### src/sgap_pkg.sv
`timescale 1ns / 1ps
`default_nettype none

package sgap_pkg;

  localparam int unsigned DimW = 12;
  localparam int unsigned HgtW = 13;
  // wide enough for the tallest sum of shelf terms
  localparam int unsigned SumW = 16;

  typedef struct packed {
    logic [DimW-1:0] glyph_w;
    logic [DimW-1:0] glyph_h;
  } req_t;

  typedef struct packed {
    logic            ok;
    logic [DimW-1:0] slot_x;
    logic [DimW-1:0] slot_y;
    logic [HgtW-1:0] atlas_height;
  } rsp_t;

  typedef enum logic [1:0] {
    ST_IDLE,
    ST_CHECK,
    ST_GROW
  } state_e;

endpackage

`default_nettype wire

### src/shelf_glyph_atlas_packer_unit.sv
// Shelf packer for a glyph atlas of fixed width START_SIZE whose height doubles
// on demand up to MAX_SIZE. Pulse start_i with a word on req_i while busy_o is
// low; exactly one result word appears on rsp_o with valid_o high for a single
// cycle and must be taken then, as there is no way to hold it off. A request
// with a zero dimension answers in the next cycle and busy_o stays low.
// Otherwise the request walks a small sequencer: a placement check in the check
// state, a further check when a new shelf is opened, and for each growth pass a
// grow step per height doubling plus a last grow step to commit or give up. A
// placement that fits the current shelf is answered from the check state; one
// that grows the atlas passes through the grow state first, and the doubling
// loop in the grow state bounds its time in flight. busy_o is high while a
// request is in flight, and valid_o rises on the same edge at which busy_o falls.
`timescale 1ns / 1ps
`default_nettype none

module shelf_glyph_atlas_packer_unit #(
  parameter int unsigned START_SIZE = 512,
  parameter int unsigned MAX_SIZE   = 4096,
  parameter int unsigned PAD        = 1
) (
  input  wire logic          clk_i,
  input  wire logic          rst_ni,
  input  wire logic          start_i,
  input  wire sgap_pkg::req_t req_i,
  output logic               busy_o,
  output logic               valid_o,
  output sgap_pkg::rsp_t     rsp_o
);

  localparam int unsigned SW = sgap_pkg::SumW;
  localparam int unsigned HW = sgap_pkg::HgtW;
  localparam int unsigned DW = sgap_pkg::DimW;

  localparam logic [SW-1:0] AtlasW  = SW'(START_SIZE);
  localparam logic [SW-1:0] MaxH    = SW'(MAX_SIZE);
  localparam logic [SW-1:0] PadS    = SW'(PAD);
  localparam logic [HW-1:0] PadH    = HW'(PAD);
  localparam logic [HW-1:0] StartH  = HW'(START_SIZE);

  sgap_pkg::state_e state_q, state_d;

  logic          started_q, started_d;
  logic [HW-1:0] height_q, height_d;
  logic [HW-1:0] cx_q, cx_d;
  logic [HW-1:0] cy_q, cy_d;
  logic [HW-1:0] sh_q, sh_d;
  logic [DW-1:0] gw_q, gw_d;
  logic [DW-1:0] gh_q, gh_d;
  logic [SW-1:0] nh_q, nh_d;
  logic [SW-1:0] need_q, need_d;
  logic          valid_q, valid_d;
  sgap_pkg::rsp_t rsp_q, rsp_d;

  logic          accept;
  logic          zero_dim;
  logic [SW-1:0] fit_x_sum, fit_y_sum, shelf_sum, new_need, nh_clamp;
  logic          fit_here, fit_shelf, grow_more, grow_ok;

  assign accept   = start_i && (state_q == sgap_pkg::ST_IDLE);
  assign zero_dim = (req_i.glyph_w == '0) || (req_i.glyph_h == '0);

  // placement tests against the current shelf and a fresh one below it
  assign fit_x_sum = SW'(cx_q) + SW'(gw_q) + PadS;
  assign fit_y_sum = SW'(cy_q) + SW'(gh_q) + PadS;
  assign shelf_sum = SW'(cy_q) + SW'(sh_q) + PadS;
  assign new_need  = shelf_sum + SW'(gh_q) + PadS;
  assign fit_here  = (fit_x_sum <= AtlasW) && (fit_y_sum <= SW'(height_q));
  assign fit_shelf = (new_need <= SW'(height_q)) &&
                     ((SW'(gw_q) + (PadS << 1)) <= AtlasW);

  assign grow_more = (nh_q < need_q) && (nh_q < MaxH);
  assign nh_clamp  = (nh_q > MaxH) ? MaxH : nh_q;
  assign grow_ok   = nh_clamp > SW'(height_q);

  always_comb begin
    state_d = state_q;
    unique case (state_q)
      sgap_pkg::ST_IDLE: begin
        if (accept && !zero_dim) state_d = sgap_pkg::ST_CHECK;
      end
      sgap_pkg::ST_CHECK: begin
        priority if (fit_here)  state_d = sgap_pkg::ST_IDLE;
        else if (fit_shelf)     state_d = sgap_pkg::ST_CHECK;
        else                    state_d = sgap_pkg::ST_GROW;
      end
      sgap_pkg::ST_GROW: begin
        priority if (grow_more) state_d = sgap_pkg::ST_GROW;
        else if (grow_ok)       state_d = sgap_pkg::ST_CHECK;
        else                    state_d = sgap_pkg::ST_IDLE;
      end
      default: state_d = sgap_pkg::ST_IDLE;
    endcase
  end

  always_comb begin
    started_d = started_q;
    height_d  = height_q;
    cx_d      = cx_q;
    cy_d      = cy_q;
    sh_d      = sh_q;
    gw_d      = gw_q;
    gh_d      = gh_q;
    nh_d      = nh_q;
    need_d    = need_q;
    valid_d   = 1'b0;
    rsp_d     = rsp_q;
    unique case (state_q)
      sgap_pkg::ST_IDLE: begin
        if (accept) begin
          gw_d = req_i.glyph_w;
          gh_d = req_i.glyph_h;
          if (zero_dim) begin
            // reject without touching atlas state
            valid_d            = 1'b1;
            rsp_d.ok           = 1'b0;
            rsp_d.slot_x       = '0;
            rsp_d.slot_y       = '0;
            rsp_d.atlas_height = height_q;
          end else if (!started_q) begin
            started_d = 1'b1;
            height_d  = StartH;
            cx_d      = PadH;
            cy_d      = PadH;
            sh_d      = '0;
          end
        end
      end
      sgap_pkg::ST_CHECK: begin
        priority if (fit_here) begin
          valid_d            = 1'b1;
          rsp_d.ok           = 1'b1;
          rsp_d.slot_x       = cx_q[DW-1:0];
          rsp_d.slot_y       = cy_q[DW-1:0];
          rsp_d.atlas_height = height_q;
          cx_d               = fit_x_sum[HW-1:0];
          if (HW'(gh_q) > sh_q) sh_d = HW'(gh_q);
        end else if (fit_shelf) begin
          // open a new shelf below the current one
          cy_d = shelf_sum[HW-1:0];
          cx_d = PadH;
          sh_d = '0;
        end else begin
          nh_d   = SW'(height_q);
          need_d = new_need;
        end
      end
      sgap_pkg::ST_GROW: begin
        priority if (grow_more) begin
          nh_d = nh_q << 1;
        end else if (grow_ok) begin
          height_d = nh_clamp[HW-1:0];
        end else begin
          valid_d            = 1'b1;
          rsp_d.ok           = 1'b0;
          rsp_d.slot_x       = '0;
          rsp_d.slot_y       = '0;
          rsp_d.atlas_height = height_q;
        end
      end
      default: ;
    endcase
  end

  always_ff @(posedge clk_i or negedge rst_ni) begin
    if (!rst_ni) begin
      state_q   <= sgap_pkg::ST_IDLE;
      started_q <= 1'b0;
      height_q  <= '0;
      cx_q      <= '0;
      cy_q      <= '0;
      sh_q      <= '0;
      valid_q   <= 1'b0;
    end else begin
      state_q   <= state_d;
      started_q <= started_d;
      height_q  <= height_d;
      cx_q      <= cx_d;
      cy_q      <= cy_d;
      sh_q      <= sh_d;
      valid_q   <= valid_d;
    end
  end

  always_ff @(posedge clk_i) begin
    gw_q   <= gw_d;
    gh_q   <= gh_d;
    nh_q   <= nh_d;
    need_q <= need_d;
    rsp_q  <= rsp_d;
  end

  assign busy_o  = (state_q != sgap_pkg::ST_IDLE);
  assign valid_o = valid_q;
  assign rsp_o   = rsp_q;

endmodule

`default_nettype wire

### config.mk
export PLATFORM = sky130hd
export DESIGN_NAME = shelf_glyph_atlas_packer_unit
export DESIGN_NICKNAME = d
export VERILOG_FILES = /design/src/sgap_pkg.sv /design/src/shelf_glyph_atlas_packer_unit.sv
export SDC_FILE = /design/constraint.sdc
export NUM_CORES = 1
export LEC_CHECK = 0
export BUFFER_PORTS_ARGS = -buffer_cell sky130_fd_sc_hd__buf_2
export CORE_MARGIN = 4
export CORE_UTILIZATION = 62
export CTS_CLUSTER_DIAMETER = 80
export DETAILED_ROUTE_END_ITERATION = 8
export MAX_ROUTING_LAYER = met4
export PLACE_DENSITY = 0.86
export SETUP_SLACK_MARGIN = 0.1
export SLEW_MARGIN = 20
export SYNTH_ARGS = -nofsm -noshare
export SYNTH_HDL_FRONTEND = slang
export SYNTH_SLANG_ARGS = --single-unit
export TNS_END_PERCENT = 5
### constraint.sdc
create_clock -name clk_i -period 8.08 [get_ports clk_i]
set_clock_uncertainty 0.1 [all_clocks]
set_input_delay 0 -clock clk_i [delete_from_list [all_inputs] [get_ports clk_i]]
set_output_delay 0 -clock clk_i [all_outputs]
set_load 0.05 [all_outputs]
# [Yosys cells after proc, flatten, opt, wreduce, memory -nomap -nowiden]
# Index checks and enable logic that the tools add are counted.
[totals] register_bits=150 input_bits=27 output_inout_bits=40
[op_classes] add_sub_neg=9 magnitude_cmp=9 eq_ne=17 n_mux=45 n_bitwise=3 n_reduce_logical=24
[op_table] cell="2-to-1 mux 13 bit" count=18
[op_table] cell="2-to-1 mux 38 bit" count=5
[op_table] cell="case mux 38 bit (3 select lines)" count=1
[op_table] cell="case mux 13 bit (2 select lines)" count=4
[op_table] cell="2-to-1 mux 16 bit" count=4
[op_table] cell="adder 14 x 1 -> 15 bit, second input constant" count=3
[op_table] cell="case mux 16 bit (2 select lines)" count=1
[op_table] cell="adder 13 x 12 -> 14 bit" count=2
[op_table] cell="zero test 12 bit" count=2
[op_table] cell="inequality test 2 bit, second input constant" count=12
[op_table] cell="AND reduction 6 bit" count=4
[op_table] cell="adder 15 x 12 -> 16 bit" count=1
[op_table] cell="adder 16 x 1 -> 16 bit, second input constant" count=1
[op_table] cell="greater-than comparator 16 x 13 -> 1 bit" count=1
[op_table] cell="greater-than comparator 16 x 13 -> 1 bit, second input constant" count=1
[op_table] cell="<= comparator 16 x 13 -> 1 bit" count=1
[op_table] cell="< comparator 16 x 13 -> 1 bit, second input constant" count=1
[op_table] cell="< comparator 16 bit" count=1
[op_table] cell="<= comparator 15 x 10 -> 1 bit, second input constant" count=1
[op_table] cell="<= comparator 15 x 13 -> 1 bit" count=1
[op_table] cell="adder 13 x 13 -> 14 bit" count=1
[op_table] cell="adder 12 x 2 -> 13 bit, second input constant" count=1
[op_table] cell="greater-than comparator 12 x 13 -> 1 bit" count=1
[op_table] cell="<= comparator 13 x 10 -> 1 bit, second input constant" count=1
[op_table] cell="19 further kinds" count=38

# [Depth between registers and ports, before layout]
[logic_depth] ltp_word=9 ltp_mapped=28

# [Worst setup path after synthesis]
# No wires, ideal clock.
[synth_path] kind="flip-flop to flip-flop" startpoint="reg cy_q[0]" endpoint="reg nh_q[0] (enable)" setup_ns=0.367 t_arrival_ns=5.880 setup_slack_ns=1.733 path_stages_with_launch=28 path_buffers=1 period_less_slack_ns=6.347 cell_sequence="dfrtp_1 > inv_1 > ha_1 > fa_1 > nor2b_1 > o21ai_1 > a21boi_0 > o21ai_0 > nor2b_1 > xnor2_1 > ha_1 > a2111o_1 > o2111ai_1 > nand2_1 > a21o_1 > nand2_1 > a211oi_1 > ha_1 > and4_1 > and4_1 > a41oi_1 > a21boi_0 > nor4_1 > o211ai_1 > nand2_1 > clkbuf_1 > nor2_1 > a21o_1"
[synth_via] elab_chain_len=8 word_cells_on_any_way=13
[synth_rtl] item="from (decl)" line="shelf_glyph_atlas_packer_unit.sv:45" source="logic [HW-1:0] cy_q, cy_d;"
[synth_rtl] item="from (signal assigned)" line="shelf_glyph_atlas_packer_unit.sv:178" source="cy_q <= cy_d;"
[synth_rtl] item="adder 13 x 13 -> 14 bit" line="shelf_glyph_atlas_packer_unit.sv:65" source="assign shelf_sum = SW'(cy_q) + SW'(sh_q) + PadS;"
[synth_rtl] item="adder 14 x 1 -> 15 bit" line="shelf_glyph_atlas_packer_unit.sv:65"
[synth_rtl] item="adder 15 x 12 -> 16 bit" line="shelf_glyph_atlas_packer_unit.sv:66" source="assign new_need = shelf_sum + SW'(gh_q) + PadS;"
[synth_rtl] item="adder 16 x 1 -> 16 bit" line="shelf_glyph_atlas_packer_unit.sv:66"
[synth_rtl] item="via new_need[11]" line="shelf_glyph_atlas_packer_unit.sv:56" source="logic [SW-1:0] fit_x_sum, fit_y_sum, shelf_sum, new_need, nh_clamp;"
[synth_rtl] item="<= comparator 16 x 13 -> 1 bit" line="shelf_glyph_atlas_packer_unit.sv:68" source="assign fit_shelf = (new_need <= SW'(height_q)) &&"
[synth_rtl] item="logical AND 1 bit" line="shelf_glyph_atlas_packer_unit.sv:68"
[synth_rtl] item="inequality test 2 bit (no line)"
[synth_rtl] item="AND reduction 4 bit (no line)"
[synth_rtl] item="to (signal assigned)" line="shelf_glyph_atlas_packer_unit.sv:187" source="nh_q <= nh_d;"
[synth_rtl] item="to (decl)" line="shelf_glyph_atlas_packer_unit.sv:49" source="logic [SW-1:0] nh_q, nh_d;"
# The timed path passes the listed nets, and every way through them passes these cells.
# A chain may end at the register's enable or synchronous reset.

# [Final worst setup path]
[layout_path] startpoint="reg cy_q[0]" endpoint="reg nh_q[12] (enable)"
# The elaborated chain is that of the path after synthesis.

==> flow_metrics.env <==
export IMPL_status="finished, final reports clean"
export IMPL_commonest_cells_in_the_netlist="sky130_fd_sc_hd__ha_1 (118), sky130_fd_sc_hd__edfxtp_1 (93), sky130_fd_sc_hd__nand2_1 (76)"
export IMPL_achievable_frequency_ghz=0.143
export IMPL_synth_largest_area_cell="sky130_fd_sc_hd__edfxtp_1"
export IMPL_grt_total_ovfl=0
export IMPL_area_overhead_vs_synth_pct=14.6
export IMPL_worst_setup_path_type="reg -> reg"
export IMPL_max_cap_violations=0
export IMPL_instances_no_fill=1234
export IMPL_start_util=0.633
export IMPL_yosys_synthesis_warning_count=0
export IMPL_cp_arrival_ps=6970
export IMPL_syn_nets=1082
export IMPL_diodes=0
export IMPL_first_global_vias=7860
export IMPL_post_route_worst_setup_slack_ps=1070
export IMPL_io_pin_count=67
export IMPL_synth_ff_latch_count=148
export IMPL_final_setup_viol_count=0
export IMPL_setup_repair_after_global_routing_missed_its_margin="no"
export IMPL_layout_filler_cells=1056
export IMPL_placement_rows=45
export IMPL_number_of_instances_in_the_placed_design=1176
export IMPL_die_y_um=133
export IMPL_synth_cell_area_um2=9620
export IMPL_tightest_slew_ps=1130
export IMPL_final_max_slew_viol_count=0
export IMPL_synth_distinct_cells=72
export IMPL_drive_above_1_share=0.115
export IMPL_worst_case_vdd_ir_drop_v=0.000283
export IMPL_worst_slew_margin_rel=0.248
export IMPL_synth_largest_type_area_fraction=0.290
export IMPL_timing_setup_tns_ps=0
export IMPL_worstSetupStartpointType="register"
export IMPL_post_cts_resized_instances=0
export IMPL_largest_net_degree_at_the_start_of_global_routing=56
export IMPL_power_static_leakage_uw=0.00494
export IMPL_drt_drc_violations_left=0
export IMPL_yosysMostFrequentCell="sky130_fd_sc_hd__ha_1"
export IMPL_clock_path_buffers=2
export IMPL_kind_of_capture_point_of_the_worst_setup_path="register"
export IMPL_antenna_left=0
export IMPL_cts_sinks=148
export IMPL_synth_flop_cell="sky130_fd_sc_hd__edfxtp_1"
export IMPL_drt_pre_antenna_iters=7
export IMPL_post_route_min_period_ps=7010
export IMPL_layout_worst_path_cycle_share=0.868
export IMPL_hold_class="in -> async"
export IMPL_drt_vias_per_instance=6.35
export IMPL_cts_root_buffer_cell="sky130_fd_sc_hd__clkbuf_16"
export IMPL_edff_count_synth=93
export IMPL_post_dp_cell_area_um2=10200
export IMPL_antenna_found_initial=0
export IMPL_path_max_fanout=17
export IMPL_timing_final_hold_violations=0
export IMPL_die_width_um=133
export IMPL_netlist_top_cells_area="sky130_fd_sc_hd__edfxtp_1 (29%), sky130_fd_sc_hd__ha_1 (15%), sky130_fd_sc_hd__dfrtp_1 (14%)"
export IMPL_gpl_final_weighted_congestion=1.02
export IMPL_synthesis_area_per_instance_um2=10.3
export IMPL_cts_buffers_inserted=17
export IMPL_via_count=7837
export IMPL_groute_usage_overall=0.286
export IMPL_timing_critical_path_required_ps=8040
export IMPL_global_route_wire_length_before_repair_um=38700
export IMPL_wirelength_um=24000
export IMPL_dpl_hpwl_um=17800
export IMPL_postCtsSetupBuffers=0
export IMPL_design_die_area_um2=17600
export IMPL_drt_first_iter_violations=734
export IMPL_clk_pin_slew_ps=60
export IMPL_worstSkewPairLatency_ps=440
export IMPL_cts_tree="yes"
export IMPL_preCtsSetupSlack_ps=1270
export IMPL_placeableCoreArea_um2=15200
export IMPL_port_buffer_count=66
export IMPL_seq_area_frac_synth=0.433
export IMPL_finalInstanceArea_um2=11000
export IMPL_num_nets_final=1182
export IMPL_power_per_cell_area_nw_per_um2=450
export IMPL_dr_wl_cell_um=19.4
export IMPL_post_synthesis_cell_count=933
export IMPL_asyncSetResetFlopFracSynth=0.372
export IMPL_htree_num_levels=4
## per-stage QoR
step                power (uW)  hold WS [ps]  utilization
floorplan                 3360          -396            -
global placement          3970          90.9        0.669
detailed placement        4090          94.0        0.669
CTS                       4920           179        0.725
global route              5290           193        0.725
finish                    4960           142        0.725
## registers in the layout (all words and copies together), names as in the netlist
signal / cells
valid_o: 1
height_q: 13
gw_q: 12
need_q: 15
started_q: 1
nh_q: 16
cy_q: 13
gh_q: 12
sh_q: 12
rsp_o: 38
cx_q: 13
state_q: 2
## worst max-delay path: stages, from the launching register on
cell and delay [ps]:
sky130_fd_sc_hd__dfrtp_1 320, sky130_fd_sc_hd__inv_1 90, sky130_fd_sc_hd__ha_1 240, sky130_fd_sc_hd__fa_1 420, sky130_fd_sc_hd__nor2b_1 150, sky130_fd_sc_hd__o21ai_1 110
sky130_fd_sc_hd__a21boi_0 250, sky130_fd_sc_hd__o21ai_0 90, sky130_fd_sc_hd__nor2b_1 140, sky130_fd_sc_hd__xnor2_1 290, sky130_fd_sc_hd__ha_1 340, sky130_fd_sc_hd__a2111o_1 440
sky130_fd_sc_hd__o2111ai_1 220, sky130_fd_sc_hd__a21oi_1 140, sky130_fd_sc_hd__a211oi_1 340, sky130_fd_sc_hd__ha_1 320, sky130_fd_sc_hd__and4_1 170, sky130_fd_sc_hd__and4_1 210
sky130_fd_sc_hd__a41oi_1 200, sky130_fd_sc_hd__a21boi_0 380, sky130_fd_sc_hd__nor4_1 130, sky130_fd_sc_hd__o211ai_1 160, sky130_fd_sc_hd__nand2_1 320, sky130_fd_sc_hd__nor2_1 200
sky130_fd_sc_hd__buf_4 270, sky130_fd_sc_hd__a21o_1 560
## where the power goes
group | switching, uW | leakage [uW] | internal, uW
clock | 317 | 0.000288 | 492
sequential | 217 | 0.00161 | 1190
combinational | 1750 | 0.00304 | 1000
total | 2280 | 0.00494 | 2680
## logic make-up after synthesis
group                    share of synthesized area
flip-flops                                   0.433
AND/OR/NAND/NOR                              0.155
AO/OA/AOI/OAI                                0.167
XOR/XNOR                                    0.0291
multiplexers                                0.0160
buffers and inverters                       0.0381
adder cells (fa/ha/maj)                      0.162
## repair_timing
action	4_1_cts	5_1_grt
endpoints found under the setup margin	0	0
endpoints found under the hold margin	81	0
hold buffers	26	0
## cells in the final DEF (no fill, tap or decap), types with 21 or more instances in the layout
cell                            Yosys  routed
sky130_fd_sc_hd__nand3_1           24      24
sky130_fd_sc_hd__nand2_1           76      76
sky130_fd_sc_hd__and2_1            32      32
sky130_fd_sc_hd__inv_1             73      73
sky130_fd_sc_hd__a21oi_1           47      47
sky130_fd_sc_hd__nor2_1            45      45
sky130_fd_sc_hd__xnor2_1           25      25
sky130_fd_sc_hd__a21o_1            21      21
sky130_fd_sc_hd__ha_1             118     118
sky130_fd_sc_hd__dfrtp_1           55      55
sky130_fd_sc_hd__dlygate4sd3_1      0      26
sky130_fd_sc_hd__edfxtp_1          93      93
sky130_fd_sc_hd__o21ai_0           55      55
sky130_fd_sc_hd__buf_2              5      66
## cell type report
type | count | area (um^2) | area share
timing repair buffer | 101 | 658 | 0.0597
multi-input combinational | 692 | 5090 | 0.462
clock buffer | 19 | 443 | 0.0402
sequential | 148 | 4170 | 0.378
tap | 188 | 235 | 0.0213
clock inverter | 13 | 158 | 0.0143
inverter | 73 | 274 | 0.0248
## final timing paths
check                           slack (ps)  depth (start not counted)          end         from
worst max-delay path                  1070                         25     nh_q[12]      cy_q[0]
worst min-delay path                   140                          3  height_q[0]       rst_ni
worst max register to register        1070                         25     nh_q[12]      cy_q[0]
worst min register to register         350                          0     rsp_o[9]  height_q[9]
max in group asynchronous             7220                          3      sh_q[1]       rst_ni
min in group clk_i                     200                          2      gw_q[6]    req_i[18]
## metal layers
| metal | vias to the layer above | track usage | wire length (um) |
|---|---|---|---|
| met2 | 346 | 0.462 | 11500 |
| met3 | 65 | 0.0422 | 1520 |
| met4 | 0 | 0.147 | 971 |
| met5 | - | - | 0 |
| li1 | 3667 | - | - |
| met1 | 3759 | 0.352 | 10000 |
No activity file was read; power rests on OpenSTA's default activity.
